<file path="config.mk">
export PLATFORM = sky130hd
export DESIGN_NAME = websocket_masked_frame_encoder_unit
export DESIGN_NICKNAME = d
export VERILOG_FILES = /design/src/hdl/wsenc_pkg.sv /design/src/hdl/websocket_masked_frame_encoder_unit.sv /design/src/hdl/wsenc_front.sv /design/src/hdl/wsenc_cmdq.sv /design/src/hdl/wsenc_back.sv
export VERILOG_INCLUDE_DIRS = /design/src /design/src/hdl
export SDC_FILE = /design/constraint.sdc
export NUM_CORES = 1
export LEC_CHECK = 0
export BUFFER_PORTS_ARGS = -buffer_cell sky130_fd_sc_hd__buf_2
export CAP_MARGIN = 20
export CORE_MARGIN = 2
export CORE_UTILIZATION = 50
export CTS_BUF_LIST = sky130_fd_sc_hd__clkbuf_2
export CTS_CLUSTER_SIZE = 10
export DETAILED_ROUTE_END_ITERATION = 8
export PLACE_DENSITY_LB_ADDON = 0.1
export SLEW_MARGIN = 0
export SYNTH_ARGS = -nofsm -noshare
export SYNTH_HDL_FRONTEND = slang
export SYNTH_SLANG_ARGS = --single-unit
export TNS_END_PERCENT = 1
</file>
<file path="constraint.sdc">
create_clock -name clk -period 5.8 [get_ports clk]
set_input_delay 0.87 -clock clk [delete_from_list [all_inputs] [get_ports clk]]
set_output_delay 0.87 -clock clk [all_outputs]
set_load 0.01 [all_outputs]
</file>
<file path="src/hdl/assert_macros.svh">
`ifndef ASSERT_MACROS_SVH
`define ASSERT_MACROS_SVH

// Same-cycle implication, disabled during reset.
`define ASSERT_NOW(lbl, clk, rst, ante, cons, msg) \
  lbl: assert property (@(posedge clk) disable iff (rst) (ante) |-> (cons)) \
    else $error(msg);

// Next-cycle implication, disabled during reset.
`define ASSERT_NEXT(lbl, clk, rst, ante, cons, msg) \
  lbl: assert property (@(posedge clk) disable iff (rst) (ante) |=> (cons)) \
    else $error(msg);

`endif

</file>
<file path="src/hdl/wsenc_pkg.sv">
`timescale 1ns / 1ps
`default_nettype none

package wsenc_pkg;

  localparam logic       OP_HEADER  = 1'b0;
  localparam logic       OP_PAYLOAD = 1'b1;

  localparam logic [7:0]  FIN_BIT        = 8'h80;
  localparam logic [7:0]  MASK_BIT       = 8'h80;
  localparam logic [15:0] LEN7_MAX       = 16'd125;
  localparam logic [6:0]  LEN_CODE16     = 7'd126;
  localparam logic [31:0] MASK_KEY_RESET = 32'h1234_5678;

  localparam int          STEP_W         = 3;
  localparam logic [2:0]  LAST_STEP_SHORT = 3'd5;
  localparam logic [2:0]  LAST_STEP_EXT   = 3'd7;

  localparam int          PADDR_W      = 3;
  localparam logic        REG_MASK_KEY = 1'b0;
  localparam logic [2:0]  ADDR_MASK_KEY = 3'd0;

  typedef struct packed {
    logic        op;
    logic [3:0]  opcode;
    logic [15:0] payload_length;
    logic [7:0]  data_byte;
  } in_t;

  typedef struct packed {
    logic [7:0] out_byte;
    logic       frame_last;
  } out_t;

  // One queued command: a whole header, or one masked payload byte.
  typedef struct packed {
    logic        is_hdr;
    logic [3:0]  opcode;
    logic [15:0] length;
    logic [31:0] key;
    logic [7:0]  data;
    logic        last;
  } cmd_t;

  function automatic logic [7:0] key_byte(input logic [31:0] key, input logic [1:0] pos);
    logic [7:0] b;
    case (pos)
      2'd0:    b = key[31:24];
      2'd1:    b = key[23:16];
      2'd2:    b = key[15:8];
      2'd3:    b = key[7:0];
      default: b = key[31:24];
    endcase
    return b;
  endfunction

endpackage

`default_nettype wire

</file>
<file path="src/hdl/websocket_masked_frame_encoder_unit.sv">
// Masked client-side WebSocket frame encoder, one frame byte per output word.
// Input queue side: push an item while full is low. op 0 is a frame header
// (opcode, payload_length up to 65535); op 1 is one payload byte. Payload
// bytes that arrive with no frame open are dropped without a result.
// Output queue side: result holds the oldest byte while empty is low; pop
// takes it. frame_last marks the final byte of each frame.
// With the back idle, an accepted item goes into the command queue and its
// first byte then into the result register.
// Throughput: one output word per cycle while a command is queued and pop
// keeps up. A payload item yields one byte; a header yields six bytes (eight
// with the 16-bit length form), walked out by the sequencer at the queue head.
// The command queue (CMD_DEPTH entries) lets input keep arriving while the
// sequencer works, and full rises only when it fills.
// When pop stays low the output word holds, the sequencer stops, and the
// queue fills up to full. Reset clears frame state and both queues and
// loads the mask key with 0x12345678. The APB port writes the key at any
// address 0 to 3, read at 0; write it only while no frame is in progress.
`timescale 1ns / 1ps
`default_nettype none
`include "assert_macros.svh"

module websocket_masked_frame_encoder_unit import wsenc_pkg::*; #(
  parameter int CMD_DEPTH = 4
) (
  input  wire logic               clk,
  input  wire logic               rst,
  input  wire logic               push,
  output logic                    full,
  input  wire in_t                item,
  output logic                    empty,
  input  wire logic               pop,
  output out_t                    result,
  input  wire logic               psel,
  input  wire logic               penable,
  input  wire logic               pwrite,
  input  wire logic [PADDR_W-1:0] paddr,
  input  wire logic [31:0]        pwdata,
  output logic [31:0]             prdata,
  output logic                    pready
);

  logic [31:0] mask_key;
  logic        cmd_push, cmd_pop, cmd_empty;
  cmd_t        cmd_in, cmd_head;

  assign pready = 1'b1;
  assign prdata = (paddr == ADDR_MASK_KEY) ? mask_key : 32'd0;

  always_ff @(posedge clk) begin
    if (rst) begin
      mask_key <= MASK_KEY_RESET;
    end else if (psel && penable && pwrite && pready
                 && (paddr[PADDR_W-1:2] == REG_MASK_KEY)) begin
      mask_key <= pwdata;
    end
  end

  wsenc_front u_front (
    .clk       (clk),
    .rst       (rst),
    .push      (push),
    .item      (item),
    .mask_key  (mask_key),
    .cmdq_full (full),
    .cmd_push  (cmd_push),
    .cmd       (cmd_in)
  );

  wsenc_cmdq #(
    .DEPTH (CMD_DEPTH)
  ) u_cmdq (
    .clk   (clk),
    .rst   (rst),
    .wr    (cmd_push),
    .wdata (cmd_in),
    .rd    (cmd_pop),
    .rdata (cmd_head),
    .full  (full),
    .empty (cmd_empty)
  );

  wsenc_back u_back (
    .clk        (clk),
    .rst        (rst),
    .head       (cmd_head),
    .head_valid (!cmd_empty),
    .head_pop   (cmd_pop),
    .pop        (pop),
    .empty      (empty),
    .result     (result)
  );

  `ASSERT_NOW(a_q_sane, clk, rst, full, !cmd_empty, "command queue full and empty at once")
  `ASSERT_NEXT(a_fill, clk, rst, !cmd_empty && empty, !empty, "pending command left output empty")
  `ASSERT_NEXT(a_flow, clk, rst, !cmd_empty && pop && !empty, !empty, "output bubble with command pending")
  `ASSERT_NOW(a_pop_src, clk, rst, cmd_pop, !cmd_empty, "command popped from empty queue")

endmodule

`default_nettype wire

</file>
<file path="src/hdl/wsenc_front.sv">
`timescale 1ns / 1ps
`default_nettype none

module wsenc_front import wsenc_pkg::*; (
  input  wire logic        clk,
  input  wire logic        rst,
  input  wire logic        push,
  input  wire in_t         item,
  input  wire logic [31:0] mask_key,
  input  wire logic        cmdq_full,
  output logic             cmd_push,
  output cmd_t             cmd
);

  logic [15:0] bytes_remaining, bytes_remaining_next;
  logic [1:0]  mask_position, mask_position_next;
  logic        frame_open, frame_open_next;
  logic        accept;
  logic [15:0] rem_dec;

  assign accept  = push && !cmdq_full;
  assign rem_dec = bytes_remaining - 16'd1;

  always_comb begin
    bytes_remaining_next = bytes_remaining;
    mask_position_next   = mask_position;
    frame_open_next      = frame_open;
    cmd_push             = 1'b0;
    cmd.is_hdr           = (item.op == OP_HEADER);
    cmd.opcode           = item.opcode;
    cmd.length           = item.payload_length;
    cmd.key              = mask_key;
    cmd.data             = item.data_byte ^ key_byte(mask_key, mask_position);
    cmd.last             = (rem_dec == 16'd0);
    if (accept) begin
      if (item.op == OP_HEADER) begin
        cmd_push             = 1'b1;
        bytes_remaining_next = item.payload_length;
        mask_position_next   = 2'd0;
        frame_open_next      = (item.payload_length != 16'd0);
      end else if (frame_open) begin
        // payload with no open frame is dropped
        cmd_push             = 1'b1;
        bytes_remaining_next = rem_dec;
        mask_position_next   = mask_position + 2'd1;
        frame_open_next      = (rem_dec != 16'd0);
      end
    end
  end

  always_ff @(posedge clk) begin
    if (rst) begin
      bytes_remaining <= 16'd0;
      mask_position   <= 2'd0;
      frame_open      <= 1'b0;
    end else begin
      bytes_remaining <= bytes_remaining_next;
      mask_position   <= mask_position_next;
      frame_open      <= frame_open_next;
    end
  end

endmodule

`default_nettype wire

</file>
<file path="src/hdl/wsenc_cmdq.sv">
`timescale 1ns / 1ps
`default_nettype none

module wsenc_cmdq import wsenc_pkg::*; #(
  parameter int DEPTH = 4
) (
  input  wire logic clk,
  input  wire logic rst,
  input  wire logic wr,
  input  wire cmd_t wdata,
  input  wire logic rd,
  output cmd_t      rdata,
  output logic      full,
  output logic      empty
);

  localparam int PTR_W = (DEPTH > 1) ? $clog2(DEPTH) : 1;
  localparam int CNT_W = $clog2(DEPTH + 1);
  localparam logic [PTR_W-1:0] PTR_LAST = PTR_W'(DEPTH - 1);
  localparam logic [CNT_W-1:0] CNT_FULL = CNT_W'(DEPTH);

  cmd_t             entries [DEPTH];
  logic [PTR_W-1:0] wr_ptr, rd_ptr;
  logic [CNT_W-1:0] count;
  logic             do_wr, do_rd;

  assign full  = (count == CNT_FULL);
  assign empty = (count == '0);
  assign do_wr = wr && !full;
  assign do_rd = rd && !empty;
  assign rdata = entries[rd_ptr];

  always_ff @(posedge clk) begin
    if (do_wr) begin
      entries[wr_ptr] <= wdata;
    end
  end

  always_ff @(posedge clk) begin
    if (rst) begin
      wr_ptr <= '0;
      rd_ptr <= '0;
      count  <= '0;
    end else begin
      if (do_wr) begin
        wr_ptr <= (wr_ptr == PTR_LAST) ? '0 : wr_ptr + PTR_W'(1);
      end
      if (do_rd) begin
        rd_ptr <= (rd_ptr == PTR_LAST) ? '0 : rd_ptr + PTR_W'(1);
      end
      if (do_wr && !do_rd) begin
        count <= count + CNT_W'(1);
      end else if (do_rd && !do_wr) begin
        count <= count - CNT_W'(1);
      end
    end
  end

endmodule

`default_nettype wire

</file>
<file path="src/hdl/wsenc_back.sv">
`timescale 1ns / 1ps
`default_nettype none

module wsenc_back import wsenc_pkg::*; (
  input  wire logic clk,
  input  wire logic rst,
  input  wire cmd_t head,
  input  wire logic head_valid,
  output logic      head_pop,
  input  wire logic pop,
  output logic      empty,
  output out_t      result
);

  logic [STEP_W-1:0] step;
  logic              out_valid;
  logic              advance;
  logic              ext;
  logic [STEP_W-1:0] last_step;
  logic [1:0]        key_idx;
  logic [7:0]        key_b;
  out_t              word;

  assign ext       = head.length > LEN7_MAX;
  assign last_step = !head.is_hdr ? '0 : (ext ? LAST_STEP_EXT : LAST_STEP_SHORT);
  assign key_idx   = ext ? 2'(step - 3'd4) : 2'(step - 3'd2);
  assign key_b     = key_byte(head.key, key_idx);
  assign advance   = head_valid && (!out_valid || pop);
  assign head_pop  = advance && (step == last_step);
  assign empty     = !out_valid;

  always_comb begin
    word.out_byte   = head.data;
    word.frame_last = head.last;
    if (head.is_hdr) begin
      word.frame_last = (head.length == 16'd0) && (step == last_step);
      case (step)
        3'd0:    word.out_byte = FIN_BIT | {4'd0, head.opcode};
        3'd1:    word.out_byte = MASK_BIT | (ext ? {1'b0, LEN_CODE16} : {1'b0, head.length[6:0]});
        3'd2:    word.out_byte = ext ? head.length[15:8] : key_b;
        3'd3:    word.out_byte = ext ? head.length[7:0] : key_b;
        default: word.out_byte = key_b;
      endcase
    end
  end

  always_ff @(posedge clk) begin
    if (advance) begin
      result <= word;
    end
  end

  always_ff @(posedge clk) begin
    if (rst) begin
      step      <= '0;
      out_valid <= 1'b0;
    end else begin
      if (advance) begin
        // hold the command at the queue head until its last byte goes out
        step      <= (step == last_step) ? '0 : step + 3'd1;
        out_valid <= 1'b1;
      end else if (pop) begin
        out_valid <= 1'b0;
      end
    end
  end

endmodule

`default_nettype wire

</file>
==> impl_metrics.env <==
export IMPL_status="finished clean"
export IMPL_cp_cell_sequence="mux4_2 -> nor4_4 -> a21oi_1 -> a211oi_4 -> buf_4 -> o22a_1 -> nand2b_1 -> ha_1 -> inv_1 -> fa_1 -> xor2_1 -> or3_1 -> a21oi_1"
export IMPL_met1_usage_pct=32.97
export IMPL_netlist_instances=899
export IMPL_grt_busiest_layer="met2"
export IMPL_synth_simple_area_share_pct=9.123
export IMPL_synth_top_family_by_area="multiplexers"
export IMPL_setup_tns_ns=0
export IMPL_ir_drop_uv=165.9
export IMPL_numCtsBuffers=82
export IMPL_endpoint_kind="flop"
export IMPL_place_gp_congestion=0.8113
export IMPL_cpLargestDelayFamily="simple AND/OR/NAND/NOR gates"
export IMPL_cp_max_fo=24
export IMPL_area_delta_synth_final_pct=12.93
export IMPL_ys_seq_area_share_pct=66.68
export IMPL_drtPass1Iterations=6
export IMPL_yosysTopAreaCell="edfxtp_1"
export IMPL_route_detailed_drc=0
export IMPL_tightest_slew_ns=0.8521
export IMPL_fin_worst_skew_ns=0.1009
export IMPL_hold_buffers=0
export IMPL_clockRootBuffer="clkbuf_2"
export IMPL_layout_common_cells="257 x edfxtp_1, 141 x clkbuf_2, 113 x buf_2"
export IMPL_cp_slowest_stage_delay_ns=0.68
export IMPL_hold_viol=0
export IMPL_synthAdderAreaFrac_pct=1.724
export IMPL_hold_end="mask_key[4]"
export IMPL_grt_max_degree=63
export IMPL_grt_antenna_before_repair=1
export IMPL_setup_violations=0
export IMPL_path_class="reg -> reg"
export IMPL_crit_buf_inv=2
export IMPL_synth_compound_area_share_pct=6.731
export IMPL_syn_area_um2=13500
export IMPL_synth_edf_count=257
export IMPL_worst_path_most_repeated_cell="a21oi_1"
export IMPL_post_cts_repair_setup_buffers=0
export IMPL_post_route_period_util_pct=72.35
export IMPL_reg2reg_slack_ns=1.60
export IMPL_cp_start_kind="flop"
export IMPL_fp_dieH_um=168.3
export IMPL_clk_latency_ns=0.89
export IMPL_grt_pass1_wl_um=48240
export IMPL_r2r_cells=13
export IMPL_synth_top_area_share_pct=57.19
export IMPL_arrival_ns=4.99
export IMPL_clk_pin_slew_ns=0.11
export IMPL_ys_seq_elements=321
export IMPL_hp_start="pwdata[4]"
export IMPL_synth_ff_type="edfxtp_1"
export IMPL_postSynthAreaPerCell_um2=15.01
export IMPL_core_area_um2=26730
export IMPL_synth_mux_area_share_pct=12.58
export IMPL_drive_above_1_share_pct=31.74
export IMPL_io_pins=115
export IMPL_path_depth=13
export IMPL_clockBufferDepth=3
export IMPL_p_total_uw=5838
export IMPL_rsz0062_at_grt="no"
export IMPL_r2r_end="u_cmdq.count[2]"
export IMPL_drt_iter0_markers=758
export IMPL_syn_num_nets=988
export IMPL_synth_xor_area_share_pct=0.9086
export IMPL_hold_path_class="in -> reg"
export IMPL_yosys_warnings=0
export IMPL_cts_tree="built"
export IMPL_layout_commonest_cell="edfxtp_1"
export IMPL_avgViaCountPerCell=5.689
export IMPL_cts_resized=0
export IMPL_place_hpwl_um=19560
export IMPL_vias=8385
export IMPL_overflow=0
export IMPL_slew_viol_final=0
export IMPL_htree_levels=3
export IMPL_p_leak_uw=0.005533
export IMPL_track_usage_pct=22.52
export IMPL_wl_per_cell_um=21.29
export IMPL_pwr_density_cell_nw_per_um2=383.1
export IMPL_fillers=2239
export IMPL_grt_pass1_vias=8410
export IMPL_die_area_um2=28320
export IMPL_start_util_pct=50.50
export IMPL_met3_usage_pct=4.513
export IMPL_max_freq_ghz=0.2383
export IMPL_die_x_um=168.3
export IMPL_cts_sinks=321
export IMPL_synthDistinctLibCells=66
export IMPL_hold_depth=3
export IMPL_drv_cap=0
export IMPL_crit_required_ns=6.59
export IMPL_placementRows=60
export IMPL_period_needed_ns=4.196
export IMPL_totalWireLength_um=31380
export IMPL_slew_headroom_pct=43.13
export IMPL_antenna_left=0
export IMPL_async_flop_share_pct=0
export IMPL_critPathSlowestCell="dfxtp_4"
export IMPL_numPortBuffers=113
export IMPL_final_nets=1151
export IMPL_grt_use_met2_pct=34.53
export IMPL_synth_area_leaders="edfxtp_1 57%, mux4_2 9.7%, dfxtp_1 9.5%, nand2_1 2.8%, a21oi_1 2.1%"
worst max-delay path by stage:
| stage | from | to | slack, ns |
|---|---|---|---|
| after floorplan | item[28] | u_cmdq.entries[0][0] | 1.98 |
| after global placement | flop | u_cmdq.count[2] | 1.66 |
| after detailed placement | flop | u_cmdq.count[2] | 1.56 |
| after CTS | flop | u_cmdq.count[2] | 1.53 |
| after global routing | flop | u_cmdq.count[2] | 1.31 |
| final | flop | u_cmdq.count[2] | 1.60 |
where the power goes:
part           internal (uW)  switching [uW]  total [uW]
clock                    716             906        1620
sequential              2680             137        2820
combinational            621             779        1400
per-layer routing:
metal	vias up	wire, um
li1	3871	-
met1	4165	14300
met2	300	14520
met3	49	2076
met4	0	494
met5	-	0
kinds of logic (layout without fill, tap and decap cells):
| kind of cell | count (synthesis) | after routing |
|---|---|---|
| other cells | 1 | 3 |
| flops | 321 | 321 |
| buf+inv | 68 | 300 |
| simple gates | 247 | 247 |
| compound gates | 139 | 139 |
| mux | 91 | 91 |
| xor+xnor | 14 | 14 |
| fa+ha+maj | 18 | 18 |
sequential cells by signal (all words and copies together), names as in the netlist, named ones only:
signal / flops
u_cmdq.entries: 248
mask_key: 32
u_front.bytes_remaining: 16
u_back.result: 9
u_back.step: 3
u_cmdq.count: 3
u_cmdq.rd_ptr: 2
u_cmdq.wr_ptr: 2
u_front.mask_position: 2
u_back.out_valid: 1
u_front.frame_open: 1
area by class of cell:
| class | instances | area [um^2] | share of cell area (%) |
|---|---|---|---|
| diodes | 2 | 5.005 | 0.03284 |
| well taps | 341 | 426.7 | 2.799 |
| clock inverters | 12 | 102.6 | 0.6732 |
| repair buffers | 129 | 723.2 | 4.745 |
| clock buffers | 141 | 705.7 | 4.630 |
| inverters | 18 | 67.56 | 0.4433 |
| flip-flops and latches | 321 | 9004 | 59.08 |
| multi-input cells | 510 | 4207 | 27.60 |
metrics by stage:
step           instances  hold WS [ns]  instance area, um^2  utilization (%)  setup WS [ns]
3_3_place_gp        1319        0.4576                14430            53.98          1.659
3_5_place_dp        1319        0.4652                14430            53.98          1.563
5_1_grt             1474        0.1464                15240            57.03          1.312
6_report            1474        0.2222                15240            57.03          1.604
2_1_floorplan        899        0.4455                13500                -          1.982
4_1_cts             1472        0.1109                15240            57.01          1.533
worst register-to-register path, cell delays in order (launching register included):
cell      delay (ns)
dfxtp_4         0.68
mux4_2          0.63
nor4_4          0.33
a21oi_1         0.15
a211oi_4        0.19
buf_4           0.37
o22a_1          0.33
nand2b_1        0.20
ha_1            0.20
inv_1           0.07
fa_1            0.43
xor2_1          0.15
or3_1           0.30
a21oi_1         0.14
synthesized netlist by cell type (7+ instances only):
library cell,number
a21oi_1,56
a222oi_1,11
a22oi_1,7
and2_1,36
clkbuf_1,36
dfxtp_1,64
edfxtp_1,257
ha_1,17
inv_1,17
mux2_2,10
mux2i_1,20
mux4_2,58
nand2_1,101
nand3_1,15
nand3b_1,11
nor2_1,35
nor3_1,12
nor4_1,9
o21ai_0,18
o221ai_1,7
xor2_1,9
(Power assumes the default switching activity.)
